<file path="src/sv/pac_pkg.sv">
// Package for the presence alarm controller.
// Holds the state, command and register index codes, the register set and reset values.
// No dependencies.
`default_nettype none

package pac_pkg;

  typedef enum logic [3:0] {
    ST_IDLE   = 4'b0001,
    ST_NEAR   = 4'b0010,
    ST_STRONG = 4'b0100,
    ST_HOLD   = 4'b1000
  } fsm_state_t;

  typedef enum logic [2:0] {
    CMD_NONE         = 3'd0,
    CMD_FORCE_BUZZER = 3'd1,
    CMD_FORCE_LED1   = 3'd2,
    CMD_FORCE_LED2   = 3'd3,
    CMD_CLEAR        = 3'd4
  } command_t;

  typedef enum logic [2:0] {
    CFG_NEAR_LOW           = 3'd0,
    CFG_NEAR_HIGH          = 3'd1,
    CFG_STRONG_HIGH        = 3'd2,
    CFG_NEAR_QUALIFY_COUNT = 3'd3,
    CFG_HOLD_MS            = 3'd4,
    CFG_ALERT_INTERVAL_MS  = 3'd5,
    CFG_TICK_MS            = 3'd6,
    CFG_BATTERY_LOW_CODE   = 3'd7
  } cfg_index_t;

  localparam int unsigned CfgDataWidth = 24;

  typedef struct packed {
    logic [15:0] near_low;
    logic [15:0] near_high;
    logic [15:0] strong_high;
    logic [7:0]  near_qualify_count;
    logic [23:0] hold_ms;
    logic [23:0] alert_interval_ms;
    logic [15:0] tick_ms;
    logic [10:0] battery_low_code;
  } cfg_t;

  typedef struct packed {
    logic led1;
    logic led2;
    logic buzzer;
  } drive_t;

  localparam logic [15:0] NEAR_LOW_RST           = 16'h00C0;
  localparam logic [15:0] NEAR_HIGH_RST          = 16'h0500;
  localparam logic [15:0] STRONG_HIGH_RST        = 16'h7D00;
  localparam logic [7:0]  NEAR_QUALIFY_COUNT_RST = 8'd1;
  localparam logic [23:0] HOLD_MS_RST            = 24'd7000;
  localparam logic [23:0] ALERT_INTERVAL_MS_RST  = 24'd90000;
  localparam logic [15:0] TICK_MS_RST            = 16'd550;
  localparam logic [10:0] BATTERY_LOW_CODE_RST   = 11'd755;

endpackage

`default_nettype wire

</file>
<file path="src/sv/presence_alarm_controller.sv">
// Top level of the presence alarm controller: register file, input and result stages.
// Depends on pac_pkg, pac_timer and pac_fsm.
//
// One transaction is one sample period and gives exactly one result. The block takes a
// transaction every cycle while no result waits on out_ready: an input register feeds
// single-pass logic that updates the time base, alert limiter and presence state machine and
// loads the result register, so each result passes the input and result registers in turn.
// A result waiting on out_ready stalls the input stage only while that stage is full. The
// user must write registers through cfg_write_en/cfg_index/cfg_data only while no
// transaction is in flight; the block itself does not enforce this.
`default_nettype none

module presence_alarm_controller
  import pac_pkg::*;
(
  input  wire logic                    clk,
  input  wire logic                    rst,
  input  wire logic                    cfg_write_en,
  input  wire logic [2:0]              cfg_index,
  input  wire logic [CfgDataWidth-1:0] cfg_data,
  input  wire logic                    in_valid,
  output logic                         in_ready,
  input  wire logic [2:0]              command,
  input  wire logic [15:0]             presence_level,
  input  wire logic [9:0]              battery_code,
  output logic                         out_valid,
  input  wire logic                    out_ready,
  output logic                         led1_drive,
  output logic                         led2_drive,
  output logic                         buzzer_drive,
  output logic                         low_battery_alert
);

  cfg_t        cfg;
  logic        in_full;
  logic [2:0]  command_q;
  logic [15:0] presence_q;
  logic [9:0]  battery_q;
  logic        advance;
  logic [31:0] elapsed_next;
  logic        alert;
  drive_t      drive;
  fsm_state_t  state;

  assign advance  = in_full && (!out_valid || out_ready);
  assign in_ready = !in_full || advance;

  always_ff @(posedge clk) begin
    if (rst) begin
      cfg.near_low           <= NEAR_LOW_RST;
      cfg.near_high          <= NEAR_HIGH_RST;
      cfg.strong_high        <= STRONG_HIGH_RST;
      cfg.near_qualify_count <= NEAR_QUALIFY_COUNT_RST;
      cfg.hold_ms            <= HOLD_MS_RST;
      cfg.alert_interval_ms  <= ALERT_INTERVAL_MS_RST;
      cfg.tick_ms            <= TICK_MS_RST;
      cfg.battery_low_code   <= BATTERY_LOW_CODE_RST;
    end else if (cfg_write_en) begin
      case (cfg_index)
        CFG_NEAR_LOW:           cfg.near_low           <= cfg_data[15:0];
        CFG_NEAR_HIGH:          cfg.near_high          <= cfg_data[15:0];
        CFG_STRONG_HIGH:        cfg.strong_high        <= cfg_data[15:0];
        CFG_NEAR_QUALIFY_COUNT: cfg.near_qualify_count <= cfg_data[7:0];
        CFG_HOLD_MS:            cfg.hold_ms            <= cfg_data[23:0];
        CFG_ALERT_INTERVAL_MS:  cfg.alert_interval_ms  <= cfg_data[23:0];
        CFG_TICK_MS:            cfg.tick_ms            <= cfg_data[15:0];
        CFG_BATTERY_LOW_CODE:   cfg.battery_low_code   <= cfg_data[10:0];
        default: ;
      endcase
    end
  end

  always_ff @(posedge clk) begin
    if (rst) begin
      in_full <= 1'b0;
    end else if (in_ready) begin
      in_full <= in_valid;
    end
  end

  always_ff @(posedge clk) begin
    if (in_valid && in_ready) begin
      command_q  <= command;
      presence_q <= presence_level;
      battery_q  <= battery_code;
    end
  end

  pac_timer u_timer (
    .clk          (clk),
    .rst          (rst),
    .advance      (advance),
    .cfg          (cfg),
    .battery_code (battery_q),
    .elapsed_next (elapsed_next),
    .alert        (alert)
  );

  pac_fsm u_fsm (
    .clk            (clk),
    .rst            (rst),
    .advance        (advance),
    .cfg            (cfg),
    .command        (command_q),
    .presence_level (presence_q),
    .elapsed_next   (elapsed_next),
    .drive          (drive),
    .state          (state)
  );

  always_ff @(posedge clk) begin
    if (rst) begin
      out_valid <= 1'b0;
    end else if (advance) begin
      out_valid <= 1'b1;
    end else if (out_ready) begin
      out_valid <= 1'b0;
    end
  end

  always_ff @(posedge clk) begin
    if (advance) begin
      led1_drive        <= drive.led1;
      led2_drive        <= drive.led2;
      buzzer_drive      <= drive.buzzer;
      low_battery_alert <= alert;
    end
  end

  a_hold_input: assert property (@(posedge clk) disable iff (rst)
    in_full && !advance |=> in_full && $stable(command_q) && $stable(presence_q))
    else $error("input stage lost a pending transaction");

  a_advance_result: assert property (@(posedge clk) disable iff (rst)
    advance |=> out_valid)
    else $error("processed transaction gave no result");

  a_empty_ready: assert property (@(posedge clk) disable iff (rst)
    !in_full |-> in_ready)
    else $error("empty input stage refused a transaction");

  a_clear_no_hold: assert property (@(posedge clk) disable iff (rst)
    advance && (command_q == CMD_CLEAR) |=> state != ST_HOLD)
    else $error("clear command left state machine in hold");

endmodule

`default_nettype wire

</file>
<file path="src/sv/pac_timer.sv">
// Millisecond time base and low battery alert limiter.
// Depends on pac_pkg for the register set.
`default_nettype none

module pac_timer
  import pac_pkg::*;
(
  input  wire logic        clk,
  input  wire logic        rst,
  input  wire logic        advance,
  input  wire cfg_t        cfg,
  input  wire logic [9:0]  battery_code,
  output logic      [31:0] elapsed_next,
  output logic             alert
);

  logic [31:0] elapsed;
  logic [31:0] last_alert;
  logic [31:0] since_alert;

  assign elapsed_next = elapsed + {16'd0, cfg.tick_ms};
  assign since_alert  = elapsed_next - last_alert;
  assign alert = ({1'b0, battery_code} < cfg.battery_low_code) &&
                 (since_alert >= {8'd0, cfg.alert_interval_ms});

  always_ff @(posedge clk) begin
    if (rst) begin
      elapsed    <= '0;
      last_alert <= '0;
    end else if (advance) begin
      elapsed <= elapsed_next;
      if (alert) begin
        last_alert <= elapsed_next;
      end
    end
  end

endmodule

`default_nettype wire

</file>
<file path="src/sv/pac_fsm.sv">
// Presence state machine, manual forces and LED/buzzer levels.
// Depends on pac_pkg; takes the advanced time from pac_timer.
`default_nettype none

module pac_fsm
  import pac_pkg::*;
(
  input  wire logic        clk,
  input  wire logic        rst,
  input  wire logic        advance,
  input  wire cfg_t        cfg,
  input  wire logic [2:0]  command,
  input  wire logic [15:0] presence_level,
  input  wire logic [31:0] elapsed_next,
  output drive_t           drive,
  output fsm_state_t       state
);

  fsm_state_t  state_next;
  fsm_state_t  prev;
  logic [7:0]  near_run_count;
  logic [7:0]  near_run_count_next;
  logic [7:0]  run_base;
  logic [7:0]  run_inc;
  logic [31:0] hold_start_ms;
  logic [31:0] hold_start_ms_next;
  logic [31:0] since_hold;
  logic        led1_level;
  logic        led2_level;
  logic        buzzer_forced;
  logic        led1_forced;
  logic        led2_forced;
  logic        buzzer_forced_next;
  logic        led1_forced_next;
  logic        led2_forced_next;
  logic        in_near;
  logic        in_strong;
  logic        active;
  logic        toggle;
  logic        led1_toggled;
  logic        led2_toggled;
  logic        is_clear;

  assign is_clear   = (command == CMD_CLEAR);
  assign prev       = is_clear ? ST_IDLE : state;
  assign run_base   = is_clear ? 8'd0 : near_run_count;
  assign run_inc    = run_base + 8'd1;
  assign since_hold = elapsed_next - hold_start_ms;
  assign in_near    = (presence_level >= cfg.near_low) && (presence_level <= cfg.near_high);
  assign in_strong  = (presence_level > cfg.near_high) && (presence_level < cfg.strong_high);

  always_comb begin
    buzzer_forced_next = buzzer_forced;
    led1_forced_next   = led1_forced;
    led2_forced_next   = led2_forced;
    case (command)
      CMD_FORCE_BUZZER: buzzer_forced_next = 1'b1;
      CMD_FORCE_LED1:   led1_forced_next   = 1'b1;
      CMD_FORCE_LED2:   led2_forced_next   = 1'b1;
      CMD_CLEAR: begin
        buzzer_forced_next = 1'b0;
        led1_forced_next   = 1'b0;
        led2_forced_next   = 1'b0;
      end
      default: ;
    endcase
  end

  always_comb begin
    state_next          = prev;
    near_run_count_next = run_base;
    hold_start_ms_next  = hold_start_ms;
    case (prev)
      ST_IDLE: begin
        if (in_strong) begin
          near_run_count_next = 8'd0;
          state_next          = ST_STRONG;
        end else if (in_near) begin
          if (run_inc >= cfg.near_qualify_count) begin
            near_run_count_next = 8'd0;
            state_next          = ST_NEAR;
          end else begin
            near_run_count_next = run_inc;
          end
        end else begin
          near_run_count_next = 8'd0;
        end
      end
      ST_NEAR: begin
        if (in_strong) begin
          state_next = ST_STRONG;
        end else if (!in_near) begin
          state_next = ST_IDLE;
        end
      end
      ST_STRONG: begin
        if (!in_strong) begin
          hold_start_ms_next = elapsed_next;
          state_next         = ST_HOLD;
        end
      end
      ST_HOLD: begin
        if (since_hold >= {8'd0, cfg.hold_ms}) begin
          state_next = ST_IDLE;
        end
      end
      default: state_next = ST_IDLE;
    endcase
  end

  always_comb begin
    active       = (prev != ST_IDLE);
    toggle       = (prev inside {ST_STRONG, ST_HOLD});
    led1_toggled = toggle ? !led1_level : led1_level;
    led2_toggled = toggle ? !led2_level : led2_level;
    if (state_next inside {ST_STRONG, ST_HOLD}) begin
      drive.led1   = led1_toggled || led1_forced_next;
      drive.led2   = led2_toggled || led2_forced_next;
      drive.buzzer = buzzer_forced_next || active;
    end else begin
      drive.led1   = led1_forced_next || active;
      drive.led2   = led2_forced_next || active;
      drive.buzzer = buzzer_forced_next || active;
    end
  end

  always_ff @(posedge clk) begin
    if (rst) begin
      state          <= ST_IDLE;
      near_run_count <= '0;
      hold_start_ms  <= '0;
      led1_level     <= 1'b0;
      led2_level     <= 1'b0;
      buzzer_forced  <= 1'b0;
      led1_forced    <= 1'b0;
      led2_forced    <= 1'b0;
    end else if (advance) begin
      state          <= state_next;
      near_run_count <= near_run_count_next;
      hold_start_ms  <= hold_start_ms_next;
      led1_level     <= drive.led1;
      led2_level     <= drive.led2;
      buzzer_forced  <= buzzer_forced_next;
      led1_forced    <= led1_forced_next;
      led2_forced    <= led2_forced_next;
    end
  end

endmodule

`default_nettype wire

</file>
<file path="config.mk">
export PLATFORM = sky130hd
export DESIGN_NAME = presence_alarm_controller
export DESIGN_NICKNAME = d
export VERILOG_FILES = /design/src/sv/pac_pkg.sv /design/src/sv/presence_alarm_controller.sv /design/src/sv/pac_timer.sv /design/src/sv/pac_fsm.sv
export SDC_FILE = /design/constraint.sdc
export NUM_CORES = 1
export LEC_CHECK = 0
export ABC_AREA = 1
export BUFFER_PORTS_ARGS = -buffer_cell sky130_fd_sc_hd__buf_2
export CAP_MARGIN = 20
export CORE_ASPECT_RATIO = 1.4
export CORE_MARGIN = 3
export CORE_UTILIZATION = 45
export DETAILED_ROUTE_END_ITERATION = 7
export SLEW_MARGIN = 10
export SYNTH_ARGS = -nofsm -noshare
export SYNTH_HDL_FRONTEND = slang
export SYNTH_SLANG_ARGS = --single-unit
</file>
<file path="constraint.sdc">
create_clock -name clk -period 10.5 [get_ports clk]
set_input_delay 3.15 -clock clk [delete_from_list [all_inputs] [get_ports clk]]
set_output_delay 3.15 -clock clk [all_outputs]
set_load 0.02 [all_outputs]
</file>
==> results of run 1 <==
-- power by group through the flow --
stage               registers, W  logic [W]  clock network (W)
CTS                      0.00116    0.00108            0.00110
finish                   0.00116    0.00108            0.00107
floorplan                0.00117   0.000772                  0
detailed placement       0.00118    0.00107                  0
global route             0.00116    0.00123            0.00114
global placement         0.00118    0.00106                  0
-- cells in the mapped netlist, drive strengths merged --
cell type	count
nand2	419
a41oi	1
o211ai	35
o21a	9
o2111ai	2
fa	3
o21ai	237
o22ai	19
clkbuf	61
o221ai	1
a221oi	8
a211oi	1
clkinv	4
a31oi	12
or2	4
inv	453
a21o	10
and3	3
o221a	1
nand4	40
nand3b	7
xnor2	19
a21oi	263
nor4	3
buf	10
nor2	227
o21bai	9
and2	1
o31ai	2
o41ai	1
a2111oi	1
dfxtp	246
a21boi	5
edfxtp	33
xor2	65
ha	191
nand3	83
nor3	35
-- state kept, by name, summed over array words and instances (netlist names), 3 cells and up --
register,count
u_timer.last_alert,32
command_q,3
u_fsm.near_run_count,8
cfg,131
u_fsm.state,4
u_fsm.hold_start_ms,32
presence_q,16
battery_q,10
u_timer.elapsed,32
-- layer usage --
| metal | GRT usage | up-vias | share of wire |
|---|---|---|---|
| met1 | 0.290 | 7580 | 0.41 |
| met3 | 0.0221 | 113 | 0.036 |
| li1 | - | 8397 | - |
| met2 | 0.445 | 372 | 0.50 |
| met4 | 0.124 | 0 | 0.057 |
| met5 | 0 | - | 0 |
-- worst paths after layout --
check	slack [ps]	endpoint	startpoint
min reg2reg	460	cfg[86]	cfg[86]
max reg2reg	3210	u_timer.last_alert[29]	cfg[11]
max	3210	u_timer.last_alert[29]	cfg[11]
min	460	cfg[86]	cfg[86]
-- worst reg2reg max path: cells and delay by family (launching register included) --
family,cells,cell delay [ps]
flip-flops,1,310
XOR/XNOR,2,360
buffers and inverters,2,290
AND/OR/NAND/NOR,14,2410
AO/OA/AOI/OAI,11,2550
adder cells (fa/ha/maj),4,1260
-- area by class of cell --
| type | instances | share of cell area |
|---|---|---|
| Antenna cell | 1 | 0.000126 |
| Clock buffer | 39 | 0.0412 |
| Clock inverter | 16 | 0.00847 |
| Inverter | 457 | 0.0868 |
| Multi-Input combinational cell | 1717 | 0.506 |
| Sequential cell | 279 | 0.299 |
| Tap cell | 522 | 0.0330 |
| Timing Repair Buffer | 90 | 0.0258 |
-- logic make-up after synthesis --
| family | Yosys count |
|---|---|
| buf+inv | 528 |
| simple gates | 822 |
| compound gates | 617 |
| xor+xnor | 84 |
| flops | 279 |
| fa+ha+maj | 194 |
-- per-stage QoR --
step / std cells / hold slack [ps]
after global placement: 3064 / 446
after global routing: 3120 / 476
after CTS: 3119 / 463
after detailed placement: 3064 / 450
final: 3121 / 461
after floorplan: 2524 / 428
-- placed cells by master, fill, tap and decap left out, drive strengths merged, types with 39 or more instances in the layout --
cell type | netlist | final
clkbuf | 61 | 39
nor2 | 227 | 227
xor2 | 65 | 65
dfxtp | 246 | 246
o21ai | 237 | 237
buf | 10 | 90
nand3 | 83 | 83
a21oi | 263 | 263
ha | 191 | 191
nand2 | 419 | 419
nand4 | 40 | 40
inv | 453 | 456
==> Flow_metrics.wiki, run 1 <==
{| class="wikitable"
! Metric !! Value
|-
| Status || completed
|-
| Worst-path maximum fanout || 47
|-
| Capturing element type of the critical path || flop
|-
| Largest family of logic cells by synthesized area || simple AND/OR/NAND/NOR gates
|-
| Postcts setup bufs || 0
|-
| Relative contribution of combinational cells to total power || 0.327
|-
| Width of the chip || 175 um
|-
| Die Outline Area || 0.0423 mm2
|-
| Number of H-tree levels || 1
|-
| Number of top-level design ports || 67
|-
| Final total power || 0.00331 W
|-
| PnR worst setup slack || 3210 ps
|-
| Number of vias after detailed routing || 16,462
|-
| Vias in the first global route || 15,884
|-
| Detail-routed via count per cell || 5.27
|-
| Pleak || 9.75 nW
|-
| Number of antenna violations at the first check in global routing || 1
|-
| Critical path depth || 33
|-
| Post-route antenna net violation count || 0
|-
| Share of power burned in registers || 0.349
|-
| Area growth from synthesis to layout || 10.3%
|-
| HP Class || reg2reg
|-
| Simple-gate share of the synthesized area || 0.192
|-
| Largest buffer count on any clock path || 3
|-
| Slew margin rel. || 0.308
|-
| Xor-xnor portion of the synthesized cell area || 0.0414
|-
| Tot GR Track Use || 0.247
|-
| Final cell area excluding filler cells || 0.0198 mm2
|-
| Power Density || 167 mW/mm2
|-
| Int Pwr || 0.00213 W
|-
| Synth Cell Area || 0.0179 mm2
|-
| Register bit total from synthesis || 279
|-
| Endpoint arrival time on the critical path || 7730 ps
|-
| Height of the chip || 242 um
|-
| Final global-route overflow total || 0
|-
| Drt pass-1 iters || 7
|-
| Root buffer cell || sky130_fd_sc_hd__clkbuf_16
|-
| Sequential cell area || 0.00592 mm2
|-
| Total routed wirelength || 53,600 um
|-
| Critical path's slowest cell || sky130_fd_sc_hd__nand3_2
|-
| Synth Area in Adders || 0.137
|-
| Mapped Cells || 2,524
|-
| Synthesized area per cell || 7.11 um2
|-
| Largest vdd supply drop || 0.135 mV
|-
| Count of endpoints failing hold in the final timing report || 0
|-
| Finished Core Util || 0.509
|-
| Register-to-Register Path Depth || 33
|-
| CP Data Required Time || 10,940 ps
|-
| Number of DRC markers in iteration 0 || 891
|-
| Worst-skew pair later-pin latency || 580 ps
|-
| Number of clock sinks || 279
|-
| Synth top area share || 0.275
|-
| DPL Wire Length || 41,000 um
|-
| Portion of the post-synthesis area used by sequential elements || 0.330
|-
| Hold Buf Count CTS || 0
|-
| Drt drc || 0
|-
| Clk pwr share || 0.324
|-
| CORE AREA || 0.0389 mm2
|-
| Count of buffers inserted at the top-level ports || 66
|-
| Setup-failing EPs final || 0
|-
| Worst path buffer plus inverter count || 2
|-
| Hold Path Depth || 2
|-
| Wirelength per Cell || 17.2 um
|-
| Compound-Gate Fraction of Synth Area || 0.188
|-
| Unrepaired setup endpoints after global routing || false
|-
| Kind of cell adding the most delay to the critical path || compound AO/OA/AOI/OAI gates
|-
| Switching power total || 0.00118 W
|-
| Count of distinct cell types in the synthesized netlist || 52
|-
| Routability Congestion || 0.995
|-
| First-pass GRT wire length || 84,100 um
|-
| Cell taking the most area after synthesis || sky130_fd_sc_hd__dfxtp_1
|-
| Clock-pin slew of the registers on the worst-case setup and hold paths || 70 ps
|-
| Share of cells above drive strength 1 || 0.0624
|-
| Critical Path Source Type || flop
|-
| Multi-input gate area in the final layout || 0.0100 mm2
|-
| Maximum number of pins on one net before global-route repair || 83
|-
| Category of the critical setup timing path || reg2reg
|-
| Pins over their slew limit || 0
|-
| Max Cap Viol || 0
|-
| Fill cell total of the finished layout || 3,998
|-
| Synthesized Nets || 2,779
|-
| Longest individual stage delay on the worst path || 780 ps
|-
| Standard-cell row count || 85
|-
| Number of gates given a new drive strength after cts || 0
|-
| Starting Density || 0.461
|-
| Most Frequent Cell on Critical Path || sky130_fd_sc_hd__nand2_1
|-
| Final-stage net count || 2,830
|-
| Top cells by area, synth || sky130_fd_sc_hd__dfxtp_1 27%, sky130_fd_sc_hd__ha_1 13%, sky130_fd_sc_hd__inv_1 9.4%
|-
| Mux cell area share after synthesis || 0
|-
| Achievable clock frequency || 0.137 GHz
|-
| Worst slew pin tran || 1040 ps
|-
| Synth warnings || 0
|-
| Switching portion of total power || 0.357
|-
| Sum of negative setup slack || 0 ps
|-
| TritonCTS buffer count || 30
|-
| Dpl cell area || 0.0188 mm2
|-
| Post-Place Setup Slack || 3330 ps
|-
| Final critical path time including I/O delays and setup || 7290 ps
|-
| Crit share post-route || 0.694
|-
| Worst clock skew on the final layout || 12.5 ps
|-
| CTS tree || done
|}
Power figures use the tool's default switching activity.
==> run 2: changes to the inputs <==
--- a/config.mk
+++ b/config.mk
@@ -5,7 +5,7 @@
 export SDC_FILE = /design/constraint.sdc
 export NUM_CORES = 1
 export LEC_CHECK = 0
-export ABC_AREA = 1
+export ABC_AREA = 0
 export BUFFER_PORTS_ARGS = -buffer_cell sky130_fd_sc_hd__buf_2
 export CAP_MARGIN = 20
 export CORE_ASPECT_RATIO = 1.4
==> constraint.sdc (replaced) <==
create_clock -name clk -period 7.38 [get_ports clk]
set_input_delay 2.214 -clock clk [delete_from_list [all_inputs] [get_ports clk]]
set_output_delay 2.214 -clock clk [all_outputs]
set_load 0.02 [all_outputs]
==> Flow_metrics.wiki, run 2 <==
{| class="wikitable"
! Metric !! Value
|-
| CP Data Required Time || 7800 ps (-3140 ps)
|-
| Longest individual stage delay on the worst path || 410 ps (-370 ps)
|-
| Total routed wirelength || 49,800 um (-7.0%)
|-
| Die Outline Area || 0.0416 mm2 (-1.7%)
|-
| Capturing element type of the critical path || flop
|-
| CTS tree || done
|-
| Final global-route overflow total || 0 (unchanged)
|-
| Drt pass-1 iters || 5 (-2)
|-
| Cell taking the most area after synthesis || sky130_fd_sc_hd__dfxtp_1
|-
| List of most frequent post-synthesis cells || 328 x sky130_fd_sc_hd__nand2_1, 248 x sky130_fd_sc_hd__a21oi_1, 246 x sky130_fd_sc_hd__dfxtp_1, 222 x sky130_fd_sc_hd__inv_1, 191 x sky130_fd_sc_hd__ha_1
|-
| Number of flops mapped to enable cells by yosys || 33 (unchanged)
|-
| Tot GR Track Use || 0.236 (-0.0109)
|-
| Synth Cell Area || 0.0176 mm2 (-1.8%)
|-
| Post-route antenna net violation count || 0 (unchanged)
|-
| Achievable clock frequency || 0.146 GHz (+6.2%)
|-
| Count of distinct cell types in the synthesized netlist || 73 (+40%)
|-
| Unrepaired setup endpoints after global routing || true
|-
| HP Class || reg2reg
|-
| PnR worst setup slack || 518 ps (-2690 ps)
|-
| TritonCTS buffer count || 30 (unchanged)
|-
| Max Cap Viol || 0 (unchanged)
|-
| Most frequent cells in the layout || 328 x sky130_fd_sc_hd__nand2_1, 246 x sky130_fd_sc_hd__a21oi_1, 246 x sky130_fd_sc_hd__dfxtp_1, 221 x sky130_fd_sc_hd__inv_1, 190 x sky130_fd_sc_hd__ha_1
|-
| Max FFs per register || 131 (unchanged)
|-
| Library cell with the highest instance count after synthesis || sky130_fd_sc_hd__nand2_1
|-
| Critical Path Source Type || flop
|-
| Drt drc || 0 (unchanged)
|-
| Worst-skew pair later-pin latency || 590 ps (about the same)
|-
| Top cells by area, synth || sky130_fd_sc_hd__dfxtp_1 28%, sky130_fd_sc_hd__ha_1 14%, sky130_fd_sc_hd__a21oi_1 7.0%
|-
| First-pass GRT wire length || 79,600 um (-5.4%)
|-
| Register-to-Register Setup Slack || 520 ps (-2690 ps)
|-
| Category of the critical setup timing path || reg2reg
|-
| Number of H-tree levels || 1 (unchanged)
|-
| Height of the chip || 240 um (-0.87%)
|-
| Slew margin rel. || 0.369 (+0.0606)
|-
| Crit share post-route || 0.930 (+0.236)
|-
| Detail-routed via count per cell || 5.48 (+3.9%)
|-
| Register with the most flip-flops || cfg
|-
| Most common cell after layout, fill and taps aside || sky130_fd_sc_hd__nand2_1
|-
| Status || completed
|-
| Mapped Cells || 2,224 (-12%)
|-
| Wirelength per Cell || 17.6 um (+2.7%)
|-
| Count of endpoints failing hold in the final timing report || 0 (unchanged)
|-
| Count of buffers inserted at the top-level ports || 66 (unchanged)
|-
| Synth top area share || 0.279 (+0.00495)
|-
| Worst slew pin tran || 945 ps (-90.9 ps)
|-
| Root buffer cell || sky130_fd_sc_hd__clkbuf_16
|-
| Standard-cell row count || 85 (unchanged)
|-
| Synth warnings || 0 (unchanged)
|-
| CORE AREA || 0.0386 mm2 (-0.82%)
|-
| Routability Congestion || 0.923 (-7.3%)
|-
| Pins over their slew limit || 0 (unchanged)
|-
| Endpoint arrival time on the critical path || 7290 ps (-440 ps)
|-
| Share of cells above drive strength 1 || 0.0898 (+0.0274)
|-
| Register bit total from synthesis || 279 (unchanged)
|-
| Share of synthesized registers carrying an async set or reset || 0 (unchanged)
|-
| Ys flop type || sky130_fd_sc_hd__dfxtp_1
|-
| Area growth from synthesis to layout || 12.4%
|-
| Pleak || 8.35 nW (-14%)
|-
| Power Density || 209 mW/mm2 (+25%)
|-
| Number of vias after detailed routing || 15,491 (-5.9%)
|-
| Final critical path time including I/O delays and setup || 6860 ps (-426 ps)
|-
| Setup-failing EPs final || 0 (unchanged)
|-
| Maximum number of pins on one net before global-route repair || 78 (-6.0%)
|-
| Largest vdd supply drop || 0.224 mV (+66%)
|-
| Number of antenna violations at the first check in global routing || 1 (unchanged)
|-
| DPL Wire Length || 37,500 um (-8.5%)
|-
| Portion of the post-synthesis area used by sequential elements || 0.336 (+0.00595)
|-
| Hold Buf Count CTS || 0 (unchanged)
|-
| Number of diodes added for antenna fixing || 0 (-1)
|-
| Worst-path maximum fanout || 33 (-30%)
|-
| Finished Core Util || 0.513 (+0.00450)
|-
| Most Frequent Cell on Critical Path || sky130_fd_sc_hd__a21oi_1
|-
| Final-stage net count || 2,536 (-10%)
|-
| Post-Place Setup Slack || -106 ps (-3440 ps)
|-
| Width of the chip || 173 um (-0.86%)
|-
| Number of clock sinks || 279 (unchanged)
|-
| Starting Density || 0.456 (-0.00442)
|-
| Synthesized Nets || 2,479 (-11%)
|-
| Largest buffer count on any clock path || 3 (unchanged)
|-
| Critical path's slowest cell || sky130_fd_sc_hd__fa_1
|-
| Number of DRC markers in iteration 0 || 669 (-25%)
|-
| Clock-pin slew of the registers on the worst-case setup and hold paths || 60 ps (about the same)
|-
| Synthesized area per cell || 7.92 um2 (+11%)
|-
| Number of top-level design ports || 67 (unchanged)
|-
| Vias in the first global route || 15,333 (-3.5%)
|-
| Worst clock skew on the final layout || 27.2 ps (+14.8 ps)
|}
[run 2: metal layers]
metal  up-vias  global-route usage  share of wire
met5         -                   0              0
met4         0               0.105          0.047
met3       106              0.0235          0.030
met2       276               0.455           0.52
met1      7268               0.260           0.40
li1       7841                   -              -
[run 2: power by group]
| group | internal (W) | total (W) | leakage, nW | switching, W |
|---|---|---|---|---|
| Sequential | 0.00158 | 0.00161 | 2.31 | 0.0000234 |
| Clock | 0.000921 | 0.00156 | 0.490 | 0.000642 |
| Combinational | 0.000396 | 0.000962 | 5.54 | 0.000565 |
| Total | 0.00290 | 0.00413 | 8.35 | 0.00123 |
[run 2: cell type report]
type | instances | area, um2
fill | 3741 | 18800
multi-input combinational | 1622 | 10600
sequential | 279 | 5920
clock buffer | 39 | 858
inverter | 222 | 833
timing repair buffer | 126 | 800
tap | 522 | 653
clock inverter | 17 | 164
[run 2: cell families after synthesis]
| kind of cell | after synthesis | synth area share |
|---|---|---|
| multiplexers | 8 | 0.00469 |
| flip-flops | 279 | 0.336 |
| XOR/XNOR | 105 | 0.0539 |
| adder cells (fa/ha/maj) | 194 | 0.139 |
| buffers and inverters | 323 | 0.0699 |
| AO/OA/AOI/OAI | 609 | 0.220 |
| AND/OR/NAND/NOR | 706 | 0.177 |
[run 2: path summary, 6_finish.rpt]
kind,start,end,cells past startpoint
hold reg to reg,cfg[53],cfg[53],2
hold / removal,cfg[53],cfg[53],2
setup / recovery,cfg[11],u_timer.last_alert[10],30
setup reg to reg,cfg[11],u_timer.last_alert[10],30
[run 2: worst max-delay path: cells and delay by family (launching register included)]
| kind | cells | cell delay [ps] |
|---|---|---|
| AOI/OAI and AO/OA | 19 | 3680 |
| and+or+nand+nor | 3 | 480 |
| adders and majority gates | 4 | 1290 |
| buffers and inverters | 2 | 510 |
| DFF | 1 | 320 |
| xor gates and xnor gates | 2 | 410 |
[run 2: timing repair]
item,4_1_cts,5_1_grt
hold endpoints to repair,0,0
pin swaps,0,5
cloned,0,0
endpoints found under the setup margin,3,38
resized for setup,3,13
setup buffers,0,2
[run 2: metrics by stage]
stage | setup TNS (ps) | hold WS [ps] | total power [W] | area [um2] | std cells
2_1_floorplan | 0 | 436 | 0.00232 | 17600 | 2224
3_3_place_gp | 0 | 442 | 0.00256 | 18700 | 2767
3_5_place_dp | -172 | 446 | 0.00258 | 18700 | 2767
4_1_cts | 0 | 455 | 0.00416 | 19700 | 2823
5_1_grt | -35.2 | 470 | 0.00436 | 19800 | 2827
6_report | 0 | 452 | 0.00413 | 19800 | 2827
==> run 3: changes to the inputs <==
--- a/config.mk
+++ b/config.mk
@@ -8,7 +8,6 @@
 export ABC_AREA = 0
 export BUFFER_PORTS_ARGS = -buffer_cell sky130_fd_sc_hd__buf_2
 export CAP_MARGIN = 20
-export CORE_ASPECT_RATIO = 1.4
 export CORE_MARGIN = 3
 export CORE_UTILIZATION = 45
 export DETAILED_ROUTE_END_ITERATION = 7
==> Flow_metrics.wiki, run 3 (synthesis gave the netlist of run 2 again) <==
{| class="wikitable"
! Metric !! Value
|-
| Status || completed
|-
| Vias in the first global route || 15,155 (-1.2%)
|-
| Longest individual stage delay on the worst path || 420 ps (about the same)
|-
| Clock-pin slew of the registers on the worst-case setup and hold paths || 60 ps (about the same)
|-
| Capturing element type of the critical path || flop
|-
| Pleak || 8.38 nW (+0.40%)
|-
| TritonCTS buffer count || 36 (+20%)
|-
| Maximum number of pins on one net before global-route repair || 79 (+1.3%)
|-
| Largest buffer count on any clock path || 3 (unchanged)
|-
| Hold Buf Count CTS || 0 (unchanged)
|-
| Max Cap Viol || 0 (unchanged)
|-
| Finished Core Util || 0.522 (+0.00933)
|-
| Setup-failing EPs final || 0 (unchanged)
|-
| Int Pwr || 0.00307 W (+5.7%)
|-
| Final-stage net count || 2,528 (-0.32%)
|-
| Number of DRC markers in iteration 0 || 1,057 (+58%)
|-
| Relative contribution of combinational cells to total power || 0.226 (-0.007)
|-
| Register with the most flip-flops || cfg
|-
| Worst-path maximum fanout || 15 (-55%)
|-
| Area growth from synthesis to layout || 13.0%
|-
| Wirelength per Cell || 17.9 um (+1.8%)
|-
| Count of endpoints failing hold in the final timing report || 0 (unchanged)
|-
| CTS tree || done
|-
| Share of cells above drive strength 1 || 0.0917 (+0.00193)
|-
| Switching portion of total power || 0.297 (-0.00130)
|-
| Drt drc || 0 (unchanged)
|-
| Critical path's slowest cell || sky130_fd_sc_hd__fa_1
|-
| Number of H-tree levels || 2 (+1)
|-
| Most frequent cells in the layout || 328 x sky130_fd_sc_hd__nand2_1, 246 x sky130_fd_sc_hd__dfxtp_1, 244 x sky130_fd_sc_hd__a21oi_1, 220 x sky130_fd_sc_hd__inv_1, 187 x sky130_fd_sc_hd__ha_1
|-
| Drt pass-1 iters || 5 (unchanged)
|-
| CP Data Required Time || 7800 ps (about the same)
|-
| Most common cell after layout, fill and taps aside || sky130_fd_sc_hd__nand2_1
|-
| Switching power total || 0.00129 W (+5.1%)
|-
| Clk pwr share || 0.406 (+0.027)
|-
| Root buffer cell || sky130_fd_sc_hd__clkbuf_16
|-
| Category of the critical setup timing path || reg2reg
|-
| Post-route antenna net violation count || 0 (unchanged)
|-
| Kind of cell adding the most delay to the critical path || compound AO/OA/AOI/OAI gates
|-
| Worst clock skew on the final layout || 24.5 ps (-2.75 ps)
|-
| Unrepaired setup endpoints after global routing || false
|-
| Final total power || 0.00436 W (+5.6%)
|-
| Critical Path Source Type || flop
|-
| Worst-skew pair later-pin latency || 540 ps (-50 ps)
|-
| Number of antenna violations at the first check in global routing || 0 (-1)
|-
| Fill cell total of the finished layout || 3,667 (-2.0%)
|-
| Worst slew pin tran || 1080 ps (+138 ps)
|-
| Worst path buffer plus inverter count || 5 (+3)
|-
| Most Frequent Cell on Critical Path || sky130_fd_sc_hd__buf_4
|-
| Number of clock sinks || 279 (unchanged)
|-
| Power Density || 219 mW/mm2 (+5.0%)
|-
| Final global-route overflow total || 0 (unchanged)
|-
| Max FFs per register || 131 (unchanged)
|-
| HP Class || reg2reg
|-
| Hold slack final || 452 ps (-0.488 ps)
|-
| DPL Wire Length || 37,000 um (-1.4%)
|-
| Slew margin rel. || 0.277 (-0.0918)
|-
| Endpoint arrival time on the critical path || 7380 ps (+90 ps)
|-
| Standard-cell row count || 71 (-16%)
|-
| Crit share post-route || 0.943 (+0.0127)
|-
| Number of vias after detailed routing || 15,618 (+0.82%)
|-
| Final critical path time including I/O delays and setup || 6960 ps (+93.9 ps)
|-
| Total routed wirelength || 50,400 um (+1.2%)
|-
| Tot GR Track Use || 0.243 (+0.00705)
|-
| Achievable clock frequency || 0.144 GHz (-1.4%)
|-
| Routability Congestion || 0.899 (-2.6%)
|-
| CORE AREA || 0.0381 mm2 (-1.3%)
|-
| Largest vdd supply drop || 0.193 mV (-14%)
|-
| Sum of negative setup slack || 0 ps (unchanged)
|-
| Height of the chip || 204 um (-15%)
|-
| Share of power burned in registers || 0.369 (-0.020)
|-
| Number of diodes added for antenna fixing || 0 (unchanged)
|-
| Pins over their slew limit || 0 (unchanged)
|-
| Starting Density || 0.462 (+0.00593)
|-
| Detail-routed via count per cell || 5.56 (+1.4%)
|-
| Number of top-level design ports || 67 (unchanged)
|-
| First-pass GRT wire length || 81,100 um (+1.9%)
|-
| Die Outline Area || 0.0416 mm2 (about the same)
|-
| Width of the chip || 204 um (+18%)
|-
| Count of buffers inserted at the top-level ports || 66 (unchanged)
|}
run 3: path summary, 6_finish.rpt:
check        startpoint                endpoint  slack (ps)  depth (start not counted)
min            cfg[114]                cfg[114]         450                          2
max reg2reg     cfg[11]  u_timer.last_alert[16]         420                         31
min reg2reg    cfg[114]                cfg[114]         450                          2
max             cfg[11]  u_timer.last_alert[16]         420                         31
run 3: routing by layer:
metal  wire (um)  track usage  vias up
met2       22700        0.397      374
li1            -            -     7818
met4        1220       0.0642        0
met5           0            0        -
met1       23400        0.338     7348
met3        3110       0.0354       78
run 3: cell type report:
type | count | area (um2) | area share
repair buffers | 112 | 718 | 0.0361
well taps | 511 | 639 | 0.0321
multi-input cells | 1622 | 10600 | 0.533
clock buffers | 54 | 1070 | 0.0539
flip-flops and latches | 279 | 5920 | 0.297
inverters | 222 | 833 | 0.0419
clock inverters | 11 | 120 | 0.00603
run 3: power by group through the flow:
stage | registers, W | clock network, W | logic, W
2_1_floorplan | 0.00163 | 0 | 0.000686
5_1_grt | 0.00161 | 0.00187 | 0.00110
4_1_cts | 0.00161 | 0.00181 | 0.000967
3_3_place_gp | 0.00164 | 0 | 0.000938
3_5_place_dp | 0.00164 | 0 | 0.000957
6_report | 0.00161 | 0.00177 | 0.000985
run 3: stage by stage:
| step | instances | worst slack [ps] | area [um2] |
|---|---|---|---|
| after floorplan | 2224 | 843 | 17600 |
| after global placement | 2743 | 67.8 | 18600 |
| after detailed placement | 2743 | -10.2 | 18600 |
| after CTS | 2808 | 32.3 | 19800 |
| after global routing | 2811 | 7.34 | 19900 |
| final | 2811 | 424 | 19900 |
run 3: worst reg2reg max path: cells and delay by family, from the launching register on:
family / cells / cell delay [ps]
DFF: 1 / 310
xor gates and xnor gates: 2 / 520
AOI/OAI and AO/OA: 16 / 3170
adders and majority gates: 4 / 1350
and+or+nand+nor: 4 / 580
buffers and inverters: 5 / 920
run 3: what timing repair did:
item                       4_1_cts  5_1_grt
buffers inserted                 0        2
resized for setup                2       26
pin swaps                        0        7
setup endpoints to repair        1       37
